<file path="src/hw/rtl/xid_pkg.sv">
// package for the x86-64 subset decoder: phase codes, class codes, helpers
// no dependencies
`default_nettype none
package xid_pkg;
	typedef enum logic [2:0] {PH_PFX, PH_ESC, PH_MODRM, PH_SIB, PH_DATA} phase_t;

	localparam logic [4:0] CL_MOV = 5'd0, CL_ADD = 5'd1, CL_SUB = 5'd2, CL_AND = 5'd3,
		CL_OR = 5'd4, CL_XOR = 5'd5, CL_CMP = 5'd6, CL_SHL = 5'd7, CL_SHR = 5'd8,
		CL_SAR = 5'd9, CL_BADSH = 5'd10, CL_IMUL = 5'd11, CL_IMULI = 5'd12, CL_JCC = 5'd13,
		CL_JMP = 5'd14, CL_CALL = 5'd15, CL_RET = 5'd16, CL_E_OP = 5'd17, CL_E_OP0F = 5'd18,
		CL_E_SIB = 5'd19, CL_E_MEM = 5'd20, CL_E_TRUNC = 5'd21, CL_E_LONG = 5'd22;

	// byte stage outcome: still decoding, instruction finished, or an error class
	localparam logic [4:0] RS_NONE = 5'd0, RS_DONE = 5'd1;

	localparam logic [1:0] K_REG = 2'd0, K_IMM = 2'd1, K_MEM = 2'd2, K_RIP = 2'd3;

	// decoder state carried between bytes
	typedef struct packed {
		phase_t      phase;
		logic [3:0]  rex;
		logic [8:0]  op;
		logic [7:0]  modrm;
		logic [7:0]  sib;
		logic [63:0] acc;
		logic [3:0]  left;
		logic [3:0]  len;
	} dstate_t;

	// finished instruction handed from the byte stage to the record stage
	typedef struct packed {
		logic [4:0]  err;
		logic [3:0]  rex;
		logic [8:0]  op;
		logic [7:0]  modrm;
		logic [7:0]  sib;
		logic [63:0] acc;
		logic [3:0]  len;
	} done_t;

	function automatic logic is_alu(input logic [8:0] op);
		case (op)
			9'h001, 9'h003, 9'h009, 9'h00B, 9'h021, 9'h023, 9'h029, 9'h02B, 9'h031,
			9'h033, 9'h039, 9'h03B, 9'h089, 9'h08B, 9'h1AF: is_alu = 1'b1;
			default: is_alu = 1'b0;
		endcase
	endfunction

	function automatic logic [3:0] disp_len(input logic [7:0] m, input logic [7:0] s);
		if (m[7:6] == 2'd1) disp_len = 4'd1;
		else if (m[7:6] == 2'd2) disp_len = 4'd4;
		else if (m[7:6] == 2'd0 && m[2:0] == 3'd5) disp_len = 4'd4;
		else if (m[7:6] == 2'd0 && m[2:0] == 3'd4 && s[2:0] == 3'd5) disp_len = 4'd4;
		else disp_len = 4'd0;
	endfunction

	function automatic logic [3:0] data_len(input logic [8:0] op, input logic [7:0] m,
		input logic [7:0] s, input logic [3:0] rex);
		if (is_alu(op)) data_len = disp_len(m, s);
		else if (op == 9'h0C1 || op == 9'h06B || op == 9'h0EB ||
			(op >= 9'h070 && op <= 9'h07F)) data_len = 4'd1;
		else if (op == 9'h069 || op == 9'h0E8 || op == 9'h0E9 ||
			(op >= 9'h180 && op <= 9'h18F)) data_len = 4'd4;
		else if (op >= 9'h0B8 && op <= 9'h0BF) data_len = rex[3] ? 4'd8 : 4'd4;
		else data_len = 4'd0;
	endfunction
endpackage
`default_nettype wire

</file>
<file path="src/hw/rtl/x86_64_subset_insn_decoder.sv">
// a record is registered into the output slot, or the skid slot under back-pressure, when its last byte is taken
// throughput: one code byte per cycle while in_stall is low; output register with skid slot
// arst_n clears decode state, offsets, base_address and the output valids
// depends on xid_pkg, xid_byte, xid_rec
`default_nettype none
module x86_64_subset_insn_decoder #(
	parameter int OFFSET_BITS = 24
) (
	input  wire logic        clk,
	input  wire logic        arst_n,
	input  wire logic        cfg_we,
	input  wire logic [63:0] cfg_wdata,
	input  wire logic        in_valid,
	output logic             in_stall,
	input  wire logic [7:0]  code_byte,
	input  wire logic        last_byte,
	output logic             out_valid,
	input  wire logic        out_stall,
	output logic [4:0]       insn_class,
	output logic [1:0]       dst_kind,
	output logic [3:0]       dst_reg,
	output logic [1:0]       src_kind,
	output logic [3:0]       src_reg,
	output logic [3:0]       operand_width,
	output logic signed [31:0] displacement,
	output logic [63:0]      immediate,
	output logic [63:0]      branch_target,
	output logic [3:0]       cond_code,
	output logic [3:0]       insn_length,
	output logic [23:0]      insn_offset
);
	import xid_pkg::*;

	typedef struct packed {
		logic [4:0] c; logic [1:0] dk; logic [3:0] dr; logic [1:0] sk; logic [3:0] sr;
		logic [3:0] w; logic [31:0] dp; logic [63:0] im; logic [63:0] bt;
		logic [3:0] cc; logic [3:0] ln; logic [23:0] of;
	} rec_t;

	logic [63:0] base_q;
	logic take, dv;
	done_t d;
	logic [OFFSET_BITS-1:0] so, eo;
	rec_t nr, out_q, skid_q;
	logic ov_q, sv_q;
	logic [31:0] so32;

	assign in_stall = sv_q;
	assign take = in_valid && !in_stall;

	xid_byte #(.OFFSET_BITS(OFFSET_BITS)) u_byte (
		.clk(clk), .arst_n(arst_n), .take(take), .b(code_byte), .last(last_byte),
		.done(d), .done_v(dv), .start_off(so), .end_off(eo)
	);

	xid_rec #(.OFFSET_BITS(OFFSET_BITS)) u_rec (
		.d(d), .base(base_q), .end_off(eo), .cls(nr.c), .dk(nr.dk), .dr(nr.dr),
		.sk(nr.sk), .sr(nr.sr), .disp(nr.dp), .imm(nr.im), .tgt(nr.bt), .cc(nr.cc)
	);

	assign so32 = 32'(so);
	assign nr.w = d.rex[3] ? 4'd8 : 4'd4;
	assign nr.ln = d.len;
	assign nr.of = so32[23:0];

	always_ff @(posedge clk or negedge arst_n) begin
		if (!arst_n) begin
			base_q <= '0;
			ov_q <= 1'b0;
			sv_q <= 1'b0;
		end else begin
			if (cfg_we) base_q <= cfg_wdata;
			if (!ov_q || !out_stall) begin
				// output slot frees: skid first, then new record
				if (sv_q) begin out_q <= skid_q; ov_q <= 1'b1; sv_q <= 1'b0; end
				else begin ov_q <= take && dv; if (take && dv) out_q <= nr; end
			end else if (take && dv) begin
				skid_q <= nr; sv_q <= 1'b1;
			end
		end
	end

	assign out_valid = ov_q;
	assign insn_class = out_q.c;
	assign dst_kind = out_q.dk;
	assign dst_reg = out_q.dr;
	assign src_kind = out_q.sk;
	assign src_reg = out_q.sr;
	assign operand_width = out_q.w;
	assign displacement = out_q.dp;
	assign immediate = out_q.im;
	assign branch_target = out_q.bt;
	assign cond_code = out_q.cc;
	assign insn_length = out_q.ln;
	assign insn_offset = out_q.of;
endmodule
`default_nettype wire

</file>
<file path="src/hw/rtl/xid_byte.sv">
// byte stage: prefix/opcode/modrm/sib/data tracking, one byte a cycle while take is high
// depends on xid_pkg
`default_nettype none
module xid_byte #(
	parameter int OFFSET_BITS = 24
) (
	input  wire logic                   clk,
	input  wire logic                   arst_n,
	input  wire logic                   take,
	input  wire logic [7:0]             b,
	input  wire logic                   last,
	output xid_pkg::done_t              done,
	output logic                        done_v,
	output logic [OFFSET_BITS-1:0]      start_off,
	output logic [OFFSET_BITS-1:0]      end_off
);
	import xid_pkg::*;

	dstate_t st_q, nx;
	logic err_q;
	logic [OFFSET_BITS-1:0] off_q, start_q, off_inc, st_now;
	logic [4:0] r;
	dstate_t cur;
	logic [3:0] n;

	assign off_inc = off_q + 1'b1;
	assign st_now = (st_q.len == 4'd0) ? off_q : start_q;

	always_comb begin
		cur = st_q;
		r = RS_NONE;
		n = 4'd0;
		if (st_q.len >= 4'd15) r = CL_E_LONG;
		else begin
			cur.len = st_q.len + 4'd1;
			unique case (st_q.phase)
				PH_ESC: begin
					cur.op = {1'b1, b};
					if (b == 8'hAF) cur.phase = PH_MODRM;
					else if (b >= 8'h80 && b <= 8'h8F) begin
						n = data_len(cur.op, cur.modrm, cur.sib, cur.rex);
						if (n == 4'd0) r = RS_DONE;
						else begin cur.phase = PH_DATA; cur.left = n; end
					end else r = CL_E_OP0F;
				end
				PH_MODRM: begin
					cur.modrm = b;
					n = data_len(cur.op, b, cur.sib, cur.rex);
					if ((st_q.op == 9'h0C1 || st_q.op == 9'h069 || st_q.op == 9'h06B) &&
						b[7:6] != 2'd3) r = CL_E_MEM;
					else if (!(st_q.op == 9'h0C1 || st_q.op == 9'h069 || st_q.op == 9'h06B) &&
						b[7:6] != 2'd3 && b[2:0] == 3'd4) cur.phase = PH_SIB;
					else if (n == 4'd0) r = RS_DONE;
					else begin cur.phase = PH_DATA; cur.left = n; end
				end
				PH_SIB: begin
					cur.sib = b;
					n = data_len(cur.op, cur.modrm, b, cur.rex);
					if (b[5:3] != 3'd4 || st_q.rex[1]) r = CL_E_SIB;
					else if (n == 4'd0) r = RS_DONE;
					else begin cur.phase = PH_DATA; cur.left = n; end
				end
				PH_DATA: begin
					n = data_len(st_q.op, st_q.modrm, st_q.sib, st_q.rex);
					cur.acc = st_q.acc | ({56'd0, b} << {(n - st_q.left) & 4'd7, 3'd0});
					cur.left = st_q.left - 4'd1;
					if (cur.left == 4'd0) r = RS_DONE;
				end
				default: begin
					if (b[7:4] == 4'h4) cur.rex = b[3:0];
					else if (b == 8'h66 || b == 8'h67) cur.rex = 4'd0;
					else begin
						cur.op = {1'b0, b};
						n = data_len(cur.op, cur.modrm, cur.sib, cur.rex);
						if (is_alu(cur.op) || b == 8'hC1 || b == 8'h69 || b == 8'h6B)
							cur.phase = PH_MODRM;
						else if (b == 8'h0F) cur.phase = PH_ESC;
						else if (b == 8'hC3) r = RS_DONE;
						else if (b == 8'hE8 || b == 8'hE9 || b == 8'hEB || b[7:4] == 4'h7 ||
							(b >= 8'hB8 && b <= 8'hBF)) begin
							if (n == 4'd0) r = RS_DONE;
							else begin cur.phase = PH_DATA; cur.left = n; end
						end else r = CL_E_OP;
					end
				end
			endcase
		end
		if (r == RS_NONE && last) r = CL_E_TRUNC;
		nx = (r != RS_NONE || last) ? '0 : cur;
		done = '{err: (r == RS_DONE) ? RS_NONE : r, rex: cur.rex, op: cur.op,
			modrm: cur.modrm, sib: cur.sib, acc: cur.acc, len: cur.len};
		done_v = take && !err_q && r != RS_NONE;
	end

	assign start_off = st_now;
	assign end_off = off_inc;

	always_ff @(posedge clk or negedge arst_n) begin
		if (!arst_n) begin
			st_q <= '0;
			err_q <= 1'b0;
			off_q <= '0;
			start_q <= '0;
		end else if (take) begin
			off_q <= last ? '0 : off_inc;
			if (err_q) begin
				if (last) begin err_q <= 1'b0; st_q <= '0; end
			end else begin
				start_q <= st_now;
				st_q <= nx;
				if (r != RS_NONE && r != RS_DONE && !last) err_q <= 1'b1;
			end
		end
	end
endmodule
`default_nettype wire

</file>
<file path="src/hw/rtl/xid_rec.sv">
// record stage: forms class, operand fields, displacement, immediate, condition code and branch target
// depends on xid_pkg
`default_nettype none
module xid_rec #(
	parameter int OFFSET_BITS = 24
) (
	input  xid_pkg::done_t          d,
	input  wire logic [63:0]        base,
	input  wire logic [OFFSET_BITS-1:0] end_off,
	output logic [4:0]              cls,
	output logic [1:0]              dk,
	output logic [3:0]              dr,
	output logic [1:0]              sk,
	output logic [3:0]              sr,
	output logic [31:0]             disp,
	output logic [63:0]             imm,
	output logic [63:0]             tgt,
	output logic [3:0]              cc
);
	import xid_pkg::*;

	logic [1:0] mod;
	logic [3:0] regf, rmf, mreg;
	logic [1:0] kind;
	logic [63:0] rel;
	logic br;

	always_comb begin
		mod = d.modrm[7:6];
		regf = {d.rex[2], d.modrm[5:3]};
		rmf = {d.rex[0], d.modrm[2:0]};
		cls = CL_MOV; dk = K_REG; dr = 4'd0; sk = K_REG; sr = 4'd0;
		disp = 32'd0; imm = 64'd0; cc = 4'd0; rel = 64'd0; br = 1'b0;
		kind = K_REG; mreg = rmf;
		if (mod != 2'd3) begin
			kind = K_MEM;
			if (rmf[2:0] == 3'd4) begin
				mreg = {d.rex[0], d.sib[2:0]};
				if (d.sib[2:0] == 3'd5 && mod == 2'd0) begin kind = K_RIP; mreg = 4'd0; end
			end else if (rmf[2:0] == 3'd5 && mod == 2'd0) begin kind = K_RIP; mreg = 4'd0; end
		end
		if (d.err != RS_NONE) cls = d.err;
		else if (is_alu(d.op)) begin
			case (d.op)
				9'h089, 9'h08B: cls = CL_MOV;
				9'h001, 9'h003: cls = CL_ADD;
				9'h029, 9'h02B: cls = CL_SUB;
				9'h021, 9'h023: cls = CL_AND;
				9'h009, 9'h00B: cls = CL_OR;
				9'h031, 9'h033: cls = CL_XOR;
				9'h039, 9'h03B: cls = CL_CMP;
				default: cls = CL_IMUL;
			endcase
			if (mod == 2'd1) disp = {{24{d.acc[7]}}, d.acc[7:0]};
			else if (mod == 2'd2 || kind == K_RIP) disp = d.acc[31:0];
			if (d.op[1] || d.op == 9'h1AF) begin dr = regf; sk = kind; sr = mreg; end
			else begin dk = kind; dr = mreg; sr = regf; end
		end else if (d.op == 9'h0C1) begin
			case (d.modrm[5:3])
				3'd4: cls = CL_SHL;
				3'd5: cls = CL_SHR;
				3'd7: cls = CL_SAR;
				default: cls = CL_BADSH;
			endcase
			dr = rmf; sk = K_IMM; imm = {56'd0, d.acc[7:0]};
		end else if (d.op == 9'h069 || d.op == 9'h06B) begin
			cls = CL_IMULI; dr = regf; sr = rmf; imm = d.acc;
		end else if (d.op[7:4] == 4'h7 && !d.op[8] || d.op[8:4] == 5'h18) begin
			cls = CL_JCC; cc = d.op[3:0]; br = 1'b1;
			rel = d.op[8] ? {{32{d.acc[31]}}, d.acc[31:0]} : {{56{d.acc[7]}}, d.acc[7:0]};
		end else if (d.op == 9'h0E9 || d.op == 9'h0EB) begin
			cls = CL_JMP; br = 1'b1;
			rel = d.op[1] ? {{56{d.acc[7]}}, d.acc[7:0]} : {{32{d.acc[31]}}, d.acc[31:0]};
		end else if (d.op == 9'h0E8) begin
			cls = CL_CALL; br = 1'b1; rel = {{32{d.acc[31]}}, d.acc[31:0]};
		end else if (d.op == 9'h0C3) cls = CL_RET;
		else begin
			dr = {d.rex[0], d.op[2:0]}; sk = K_IMM; imm = d.acc;
		end
		tgt = br ? base + 64'(end_off) + rel : 64'd0;
	end
endmodule
`default_nettype wire

</file>
<file path="config.mk">
export PLATFORM = sky130hd
export DESIGN_NAME = x86_64_subset_insn_decoder
export DESIGN_NICKNAME = d
export VERILOG_FILES = /design/src/hw/rtl/xid_pkg.sv /design/src/hw/rtl/x86_64_subset_insn_decoder.sv /design/src/hw/rtl/xid_byte.sv /design/src/hw/rtl/xid_rec.sv
export SDC_FILE = /design/constraint.sdc
export NUM_CORES = 1
export LEC_CHECK = 0
export BUFFER_PORTS_ARGS = -buffer_cell sky130_fd_sc_hd__clkbuf_2
export CAP_MARGIN = 40
export CORE_MARGIN = 5
export CORE_UTILIZATION = 45
export DETAILED_ROUTE_END_ITERATION = 8
export HOLD_SLACK_MARGIN = 0.02
export PLACE_DENSITY = 0.69
export SLEW_MARGIN = 20
export SYNTH_ARGS = -nofsm -noshare
export SYNTH_HDL_FRONTEND = slang
export SYNTH_SLANG_ARGS = --single-unit
</file>
<file path="constraint.sdc">
create_clock -name clk -period 16.3 [get_ports clk]
set_input_delay 2.445 -clock clk [delete_from_list [all_inputs] [get_ports clk]]
set_output_delay 2.445 -clock clk [all_outputs]
set_load 0.05 [all_outputs]
</file>
==> results of run 1 <==
[area by class of cell]
type	count	area share (%)
Clock buffer	105	5.514
Clock inverter	30	0.6868
Inverter	99	0.9714
Multi-Input combinational cell	2150	37.10
Sequential cell	636	47.13
Tap cell	969	3.169
Timing Repair Buffer	357	5.423
[logic make-up (layout without fill, tap and decap cells)]
family / after synthesis / in the layout
buffers and inverters: 312 / 591
AND/OR/NAND/NOR: 986 / 986
flip-flops: 636 / 636
AO/OA/AOI/OAI: 784 / 784
XOR/XNOR: 89 / 89
multiplexers: 156 / 156
other: 1 / 2
adder cells (fa/ha/maj): 133 / 133
[power by group]
group | internal (mW) | total [mW] | switching [mW]
combinational | 0.155 | 0.545 | 0.390
sequential | 1.80 | 1.85 | 0.0453
clock | 0.916 | 1.60 | 0.686
total | 2.87 | 3.99 | 1.12
[Yosys cell counts (all sizes together) (6+ instances only)]
library cell,count
dfrtp,214
a22o,9
a21boi,6
mux2,137
clkbuf,167
and2,16
a211oi,12
a21oi,235
nor3b,8
buf,46
nor4,10
ha,108
nor2,389
o211ai,6
a21o,56
nand3,37
nand4,20
nand2,325
fa,25
nand3b,9
a2111oi,6
nand2b,33
o21a,15
or2,8
or4,7
o21ai,165
o22ai,9
nor2b,22
edfxtp,422
and3,27
o21bai,6
xor2,43
or3,11
xnor2,46
a31oi,27
o31ai,168
a211o,6
mux2i,19
nor3,39
inv,99
[stage by stage]
step           util [%]  total power, mW  cells  worst slack, ps  hold slack [ps]
2_1_floorplan         -            2.277   3098             2687            449.6
3_3_place_gp      48.06            2.414   4184             5532            463.0
3_5_place_dp      48.25            2.421   4198             5349            471.1
4_1_cts           51.45            4.032   4333             5985            484.1
5_1_grt           51.65            4.157   4346             5305            510.4
6_report          51.65            3.993   4346             5891            484.2
[path summary, 6_finish.rpt]
kind / slack [ps] / endpoint / from / cells after the start
min reg2reg: 480 / u_byte.st_q[83] / u_byte.st_q[83] / 2
max: 5890 / branch_target[63] / code_byte[7] / 25
max reg2reg: 7630 / branch_target[63] / u_byte.st_q[0] / 25
min: 480 / u_byte.st_q[83] / u_byte.st_q[83] / 2
min in group asynchronous: 1740 / base_q[23] / arst_n / 1
max in group asynchronous: 13260 / u_byte.st_q[103] / arst_n / 2
[per-layer routing]
metal / share of wire [%] / wire length, um / up-vias / track usage [%]
met5: 0 / 0 / - / 0
met4: 2.8 / 2524 / 0 / 7.021
li1: - / - / 11681 / -
met1: 44 / 39880 / 11834 / 31.04
met2: 47 / 42240 / 772 / 35.80
met3: 6.2 / 5592 / 131 / 3.879
[tightest hold or removal path, delay by kind of cell (launching register included)]
kind / cells / cell delay, ps
flip-flops: 1 / 340
AND/OR/NAND/NOR: 1 / 50
AO/OA/AOI/OAI: 1 / 60
==> flow_metrics.env, run 1 <==
export IMPL_io_buffers=290
export IMPL_tightest_slew_ps=1042
export IMPL_dieArea_um2=79820
export IMPL_syn_area_um2=33420
export IMPL_root_buffer="clkbuf_16"
export IMPL_crit_family="compound AO/OA/AOI/OAI gates"
export IMPL_worstSetupEndpointType="flop"
export IMPL_antenna_found_initial=1
export IMPL_leakage_nw=15.39
export IMPL_num_rows=100
export IMPL_synth_xor_area_share_pct=2.332
export IMPL_fmax_mhz=96.07
export IMPL_grt_overflow_total=0
export IMPL_ctsHoldBuffers=0
export IMPL_areaGrowthSynthToFinish_pct=14.46
export IMPL_via_per_inst=5.618
export IMPL_routedWlPerCell_um=20.76
export IMPL_final_seq_area_um2=18030
export IMPL_status="finished clean"
export IMPL_diodes=0
export IMPL_worstPathArrival_ps=10770
export IMPL_cts_resized=0
export IMPL_rsz0062_at_grt="false"
export IMPL_largest_reg_flops=211
export IMPL_final_common_cell="edfxtp_1"
export IMPL_ys_ff_latch=636
export IMPL_grt_pass1_vias=23291
export IMPL_cp_num_buf_inv=1
export IMPL_totalWireLength_um=90230
export IMPL_finalHoldViolations=0
export IMPL_final_setup_tns_ps=0
export IMPL_synth_edf_count=422
export IMPL_critPathMaxStageDelay_ps=790
export IMPL_yosys_area_top_type_share_pct=37.92
export IMPL_drc=0
export IMPL_firstDrtPassIters=5
export IMPL_maxCapViolCount=0
export IMPL_grt_max_degree=173
export IMPL_final_cell_mix="edfxtp_1 (422), nor2_1 (382), nand2_1 (323), clkbuf_2 (289), a21oi_1 (233)"
export IMPL_cts_clk_slew_worst_paths_ps=60
export IMPL_final_max_slew_viol_count=0
export IMPL_core_area_um2=74070
export IMPL_placed_area_um2=35740
export IMPL_powerDensity_nw_per_um2=104.4
export IMPL_dp_hpwl_um=64200
export IMPL_ios=293
export IMPL_multiInputGateArea_um2=14190
export IMPL_cts_sinks=636
export IMPL_setup_worst_path_start_class="primary input"
export IMPL_cts_tree="done"
export IMPL_nets=3528
export IMPL_synth_area_top_cells="edfxtp_1 (38%), dfrtp_1 (16%), mux2_2 (4.6%), nor2_1 (4.3%), ha_1 (4.0%)"
export IMPL_finalClockSkew_ps=24.69
export IMPL_syn_inst=3097
export IMPL_cts_made_buffers=73
export IMPL_final_cell_area_um2=38260
export IMPL_hp_class="reg2reg"
export IMPL_chipHeight_um=282.5
export IMPL_grt_total_usage_pct=22.25
export IMPL_synth_top_family_by_area="compound AO/OA/AOI/OAI gates"
export IMPL_first_iter_violations=2208
export IMPL_synth_fa_ha_area_share_pct=5.541
export IMPL_routabilityCongestion=0.8893
export IMPL_largestRegisters="skid_q: 211 flops, u_byte.st_q: 99 flops"
export IMPL_initial_core_util_pct=45.12
export IMPL_vias=24418
export IMPL_cts_setup_buffers=0
export IMPL_dieWidth_um=282.5
export IMPL_postSynthAreaPerCell_um2=10.79
export IMPL_peakVddDrop_uv=82.16
export IMPL_insertion_delay_ps=630
export IMPL_ys_seq_area_share_pct=53.94
export IMPL_grt_pass1_wl_um=139200
export IMPL_clk_path_buf_depth=3
export IMPL_synth_warnings=0
export IMPL_top_register="skid_q"
export IMPL_cp_max_fo=32
export IMPL_synth_distinct_cells=102
export IMPL_setup_violations=0
export IMPL_drive_above_1_share_pct=19.99
export IMPL_yosys_area_top_type="edfxtp_1"
export IMPL_crit_required_ps=16660
export IMPL_async_reset_ff_share_pct=33.65
export IMPL_yosys_area_share_simple_pct=13.23
export IMPL_ys_flop_type="edfxtp_1"
export IMPL_fin_crit_sh_pct=63.86
export IMPL_cts_htree_levels=3
export IMPL_timing_slew_headroom_pct=30.55
export IMPL_min_period_ps=10410
export IMPL_nFillCells=6645
export IMPL_synth_compound_area_share_pct=15.99
export IMPL_crit_slowest_cell="or4b_1"
export IMPL_critPathKind="in2reg"
export IMPL_postRouteAntennaNets=0
export IMPL_synth_mux_area_share_pct=5.185
No activity file was read; power rests on OpenSTA's default activity.
==> run 2, diff against run 1 <==
Clock period 16.3 ns to 9.9 ns, I/O delays scaled along.
==> run 2 against run 1 <==
Effect of this change:
- register-to-register slack worse by 6000 ps
- critical path depth shrank 1
- first-iteration DRC count rose by 12%
- hold slack lost 4.9 ps
- power up 71%
- clock skew up 4.3 ps
- global-route usage fell by 0.085 points
- die area unchanged
- via count rose by 0.35%
- core utilization is 0.20 points higher
- setup slack lost 4400 ps
- largest cell class unchanged
- highest routed layer unchanged
==> flow_metrics.env, run 2 (synthesis results as in run 1) <==
export IMPL_status="finished clean"
export IMPL_num_rows=100
export IMPL_grt_total_usage_pct=22.16
export IMPL_dieWidth_um=282.5
export IMPL_vias=24503
export IMPL_via_per_inst=5.650
export IMPL_chipHeight_um=282.5
export IMPL_cts_clk_slew_worst_paths_ps=60
export IMPL_grt_pass1_wl_um=138400
export IMPL_p_int_mw=4.956
export IMPL_tightest_slew_ps=985.8
export IMPL_routabilityCongestion=0.9080
export IMPL_final_common_cell="edfxtp_1"
export IMPL_io_buffers=290
export IMPL_hp_class="reg2reg"
export IMPL_largest_reg_flops=211
export IMPL_p_seq_share_pct=44.5
export IMPL_nFillCells=6547
export IMPL_hold_slack_ps=479.2
export IMPL_antenna_found_initial=0
export IMPL_nets=3519
export IMPL_worstSetupEndpointType="flop"
export IMPL_peakVddDrop_uv=127.2
export IMPL_cp_max_fo=19
export IMPL_postRouteAntennaNets=0
export IMPL_p_comb_share_pct=13.3
export IMPL_dieArea_um2=79820
export IMPL_firstDrtPassIters=6
export IMPL_finalClockSkew_ps=28.94
export IMPL_switching_share_pct=27.33
export IMPL_critPathKind="in2reg"
export IMPL_rsz0062_at_grt="false"
export IMPL_setup_violations=0
export IMPL_hp_start="u_byte.st_q[83]"
export IMPL_top_register="skid_q"
export IMPL_dp_cells=4197
export IMPL_hold_depth=2
export IMPL_totalWireLength_um=91280
export IMPL_finalHoldViolations=0
export IMPL_fmax_mhz=118.3
export IMPL_cts_sinks=636
export IMPL_cts_resized=0
export IMPL_first_iter_violations=2470
export IMPL_dp_hpwl_um=64880
export IMPL_final_cell_mix="edfxtp_1 (422), nor2_1 (382), nand2_1 (323), clkbuf_2 (288), a21oi_1 (233)"
export IMPL_insertion_delay_ps=630
export IMPL_setup_worst_path_start_class="primary input"
export IMPL_timing_slew_headroom_pct=34.28
export IMPL_areaGrowthSynthToFinish_pct=14.91
export IMPL_grt_max_degree=145
export IMPL_clk_path_buf_depth=3
export IMPL_worstPathArrival_ps=8790
export IMPL_drive_above_1_share_pct=19.81
export IMPL_root_buffer="clkbuf_16"
export IMPL_powerDensity_nw_per_um2=177.6
export IMPL_maxCapViolCount=0
export IMPL_clock_power_share_pct=42.2
export IMPL_ios=293
export IMPL_leakage_nw=15.45
export IMPL_drc=0
export IMPL_cts_setup_buffers=0
export IMPL_holdPathEnd="u_byte.st_q[83]"
export IMPL_cts_tree="done"
export IMPL_power_switching_mw=1.864
export IMPL_cts_htree_levels=3
export IMPL_fin_crit_sh_pct=85.37
export IMPL_ctsHoldBuffers=0
export IMPL_cts_made_buffers=73
export IMPL_grt_overflow_total=0
export IMPL_worstReg2RegStart="u_byte.st_q[92]"
export IMPL_final_max_slew_viol_count=0
export IMPL_final_setup_tns_ps=0
export IMPL_r2r_setup_slack_ps=1610
export IMPL_grt_pass1_vias=23062
export IMPL_min_period_ps=8451
export IMPL_initial_core_util_pct=45.12
export IMPL_ff2ff_path_depth=27
export IMPL_finalNonFillerCells=4337
export IMPL_largestRegisters="skid_q: 211 flops, u_byte.st_q: 99 flops"
export IMPL_reg2reg_to="branch_target[57]"
export IMPL_power_mw=6.820
export IMPL_routedWlPerCell_um=21.05
export IMPL_core_area_um2=74070
export IMPL_crit_required_ps=10240
[run 2: changes by cell type in the layout (fill, tap and decap cells not counted), sizes merged]
| cell | before | now |
|---|---|---|
| buf | 66 | 60 |
| bufinv | 0 | 11 |
| clkbuf | 396 | 384 |
| clkinv | 22 | 16 |
| diode | 0 | 1 |
| inv | 104 | 107 |
[run 2: critical path: stages]
cell	delay, ps
clkbuf_2	180
or4b_1	680
o21ai_2	230
a2111oi_1	190
o22ai_2	670
nor2_1	120
or4b_1	320
o211a_1	430
and3_1	480
nand2b_1	130
fa_1	490
inv_1	70
fa_1	450
a21o_1	210
a211o_1	310
a21oi_1	330
nor4_1	120
o21a_1	260
a31o_2	310
a31oi_1	540
o31ai_1	220
a31oi_1	230
xor2_1	210
o31ai_1	100
[run 2: layer usage]
layer	track usage, %	up-vias	routed length [um]
met3	3.268	110	5302
met4	6.121	0	2026
met5	0	-	0
met2	35.76	777	43110
met1	31.62	11972	40850
li1	-	11644	-
[run 2: metrics by stage]
| stage | cell area, um2 | setup slack, ps | utilization [%] |
|---|---|---|---|
| 2_1_floorplan | 33430 | 835.9 | - |
| 3_3_place_gp | 35630 | 1064 | 48.10 |
| 3_5_place_dp | 35750 | 935.9 | 48.27 |
| 4_1_cts | 38320 | 1595 | 51.73 |
| 5_1_grt | 38400 | 1060 | 51.84 |
| 6_report | 38400 | 1449 | 51.85 |
[run 2: how the worst max path moves through the flow]
stage | start | endpoint | slack [ps] | depth (start not counted)
global placement | code_byte[4] | branch_target[57] | 1060 | 24
CTS | code_byte[4] | branch_target[57] | 1600 | 24
finish | code_byte[4] | branch_target[57] | 1450 | 24
global route | code_byte[4] | branch_target[57] | 1060 | 24
detailed placement | code_byte[4] | branch_target[57] | 940 | 24
floorplan | code_byte[0] | branch_target[0] | 840 | 10
[run 2: cell type report]
cell class / count / area, um2 / area share (%)
multi-input combinational: 2150 / 14200 / 36.97
antenna: 1 / 2.502 / 0.006516
tap: 969 / 1212 / 3.157
sequential: 636 / 18030 / 46.95
inverter: 99 / 371.6 / 0.9676
clock buffer: 96 / 1996 / 5.196
clock inverter: 38 / 570.5 / 1.486
timing repair buffer: 348 / 2022 / 5.265
[run 2: power by group through the flow]
stage / Clock, mW / Combinational [mW] / Sequential (mW)
finish: 2.88 / 0.907 / 3.03
global route: 3.05 / 0.985 / 3.04
CTS: 2.94 / 0.904 / 3.04
detailed placement: 0 / 0.898 / 3.09
global placement: 0 / 0.886 / 3.09
floorplan: 0 / 0.494 / 3.24
==> run 3, diff against run 2 <==
Clock period 9.9 ns to 8.9 ns, I/O delays scaled along.
==> run 3 against run 2 <==
Effect of this change:
- setup slack lost 850 ps
- clock skew shrank 3.7 ps
- sequential cell count is the same
- die area is the same
- non-clock buffer count grew 17
- cell count grew 0.28%
- register-to-register slack lost 1000 ps
- first-iteration DRC count shrank 5.3%
- via count grew 0.12%
- count of clock-buffer cells in the layout shrank 5
- critical path type is now reg2reg
- critical endpoint is now branch_target[60]
==> flow_metrics.env, run 3 (synthesis results as in run 1) <==
export IMPL_post_route_util_pct=51.59
export IMPL_powerDensity_nw_per_um2=189.1
export IMPL_cts_tree="done"
export IMPL_clock_power_share_pct=39.3
export IMPL_rsz0062_at_grt="false"
export IMPL_setup_ws_ps=603.7
export IMPL_root_buffer="clkbuf_16"
export IMPL_initial_core_util_pct=45.12
export IMPL_dieWidth_um=282.5
export IMPL_cts_setup_buffers=0
export IMPL_nFillCells=6571
export IMPL_p_int_mw=5.186
export IMPL_switching_share_pct=28.24
export IMPL_hold_slack_ps=486.9
export IMPL_fmax_mhz=120.5
export IMPL_final_setup_tns_ps=0
export IMPL_power_switching_mw=2.041
export IMPL_cts_made_buffers=69
export IMPL_critPathKind="reg2reg"
export IMPL_via_per_inst=5.641
export IMPL_dieArea_um2=79820
export IMPL_cts_clk_slew_worst_paths_ps=70
export IMPL_grt_pass1_vias=23576
export IMPL_largest_reg_flops=211
export IMPL_num_rows=100
export IMPL_power_mw=7.227
export IMPL_setup_worst_path_start_class="flop"
export IMPL_dp_hpwl_um=65480
export IMPL_ctsHoldBuffers=0
export IMPL_hold_depth=2
export IMPL_ff2ff_path_depth=30
export IMPL_cts_sinks=636
export IMPL_peakVddDrop_uv=135.4
export IMPL_leakage_nw=15.39
export IMPL_final_cell_mix="edfxtp_1 (422), nor2_1 (382), nand2_1 (323), clkbuf_2 (288), a21oi_1 (233)"
export IMPL_grt_max_degree=169
export IMPL_hp_class="reg2reg"
export IMPL_grt_total_usage_pct=22.42
export IMPL_finalNonFillerCells=4349
export IMPL_postRouteAntennaNets=0
export IMPL_maxCapViolCount=0
export IMPL_drive_above_1_share_pct=20.10
export IMPL_p_seq_share_pct=46.7
export IMPL_routabilityCongestion=0.9123
export IMPL_finalHoldViolations=0
export IMPL_areaGrowthSynthToFinish_pct=14.33
export IMPL_cts_htree_levels=3
export IMPL_drc=0
export IMPL_placed_area_um2=35910
export IMPL_worstSetupEndpointType="flop"
export IMPL_post_place_ws_ps=304.9
export IMPL_antenna_found_initial=1
export IMPL_final_max_slew_viol_count=0
export IMPL_worstPathArrival_ps=8640
export IMPL_min_period_ps=8296
export IMPL_totalWireLength_um=91700
export IMPL_timing_slew_headroom_pct=38.24
export IMPL_routedWlPerCell_um=21.09
export IMPL_dp_cells=4214
export IMPL_finalClockSkew_ps=25.26
export IMPL_p_comb_share_pct=14.0
export IMPL_nets=3532
export IMPL_status="finished clean"
export IMPL_vias=24532
export IMPL_first_iter_violations=2339
export IMPL_crit_required_ps=9240
export IMPL_top_register="skid_q"
export IMPL_firstDrtPassIters=5
export IMPL_tightest_slew_ps=926.4
export IMPL_grt_overflow_total=0
export IMPL_final_common_cell="edfxtp_1"
export IMPL_fin_crit_sh_pct=93.22
export IMPL_io_buffers=290
export IMPL_crit_slowest_cell="o22a_1"
export IMPL_critPathMaxStageDelay_ps=620
export IMPL_setup_violations=0
export IMPL_clk_path_buf_depth=3
export IMPL_cts_resized=0
export IMPL_grt_pass1_wl_um=140500
export IMPL_ios=293
export IMPL_insertion_delay_ps=620
export IMPL_final_cell_area_um2=38210
export IMPL_cp_max_fo=21
export IMPL_core_area_um2=74070
export IMPL_chipHeight_um=282.5
export IMPL_largestRegisters="skid_q: 211 flops, u_byte.st_q: 99 flops"
## run 3: cell type report
cell class	instances	area, um2	share of cell area, %
diodes	2	5.005	0.01310
clock buffers	91	1872	4.899
clock inverters	37	349.1	0.9136
inverters	99	371.6	0.9725
multi-input cells	2150	14200	37.17
flip-flops and latches	636	18030	47.19
well taps	969	1212	3.173
repair buffers	365	2167	5.671
## run 3: power by group through the flow
| stage | Combinational (mW) | Sequential [mW] | Clock [mW] |
|---|---|---|---|
| floorplan | 0.551 | 3.60 | 0 |
| global placement | 0.995 | 3.44 | 0 |
| detailed placement | 1.00 | 3.44 | 0 |
| CTS | 1.01 | 3.38 | 2.91 |
| global route | 1.10 | 3.39 | 3.03 |
| finish | 1.01 | 3.37 | 2.84 |
## run 3: worst max-delay path: cells and delay by family (launching register included)
| kind | cells | cell delay (ps) |
|---|---|---|
| AOI/OAI and AO/OA | 17 | 4630 |
| xor gates and xnor gates | 2 | 470 |
| adders and majority gates | 4 | 1080 |
| buffers and inverters | 3 | 390 |
| DFF | 1 | 560 |
| and+or+nand+nor | 4 | 880 |
## run 3: metal layers
layer	part of all wire (%)	GRT usage, %	vias up
li1	-	-	11689
met4	2.1	5.597	0
met5	0	0	-
met1	45	31.93	11910
met3	5.9	2.930	129
met2	47	36.82	804
## run 3: final timing paths
| check | startpoint | end | slack, ps |
|---|---|---|---|
| max | u_byte.st_q[93] | branch_target[60] | 600 |
| min | u_byte.st_q[39] | u_byte.st_q[39] | 490 |
| max reg2reg | u_byte.st_q[93] | branch_target[60] | 600 |
| min reg2reg | u_byte.st_q[39] | u_byte.st_q[39] | 490 |
| max in group asynchronous | arst_n | u_byte.st_q[66] | 6360 |
| min in group asynchronous | arst_n | base_q[24] | 740 |
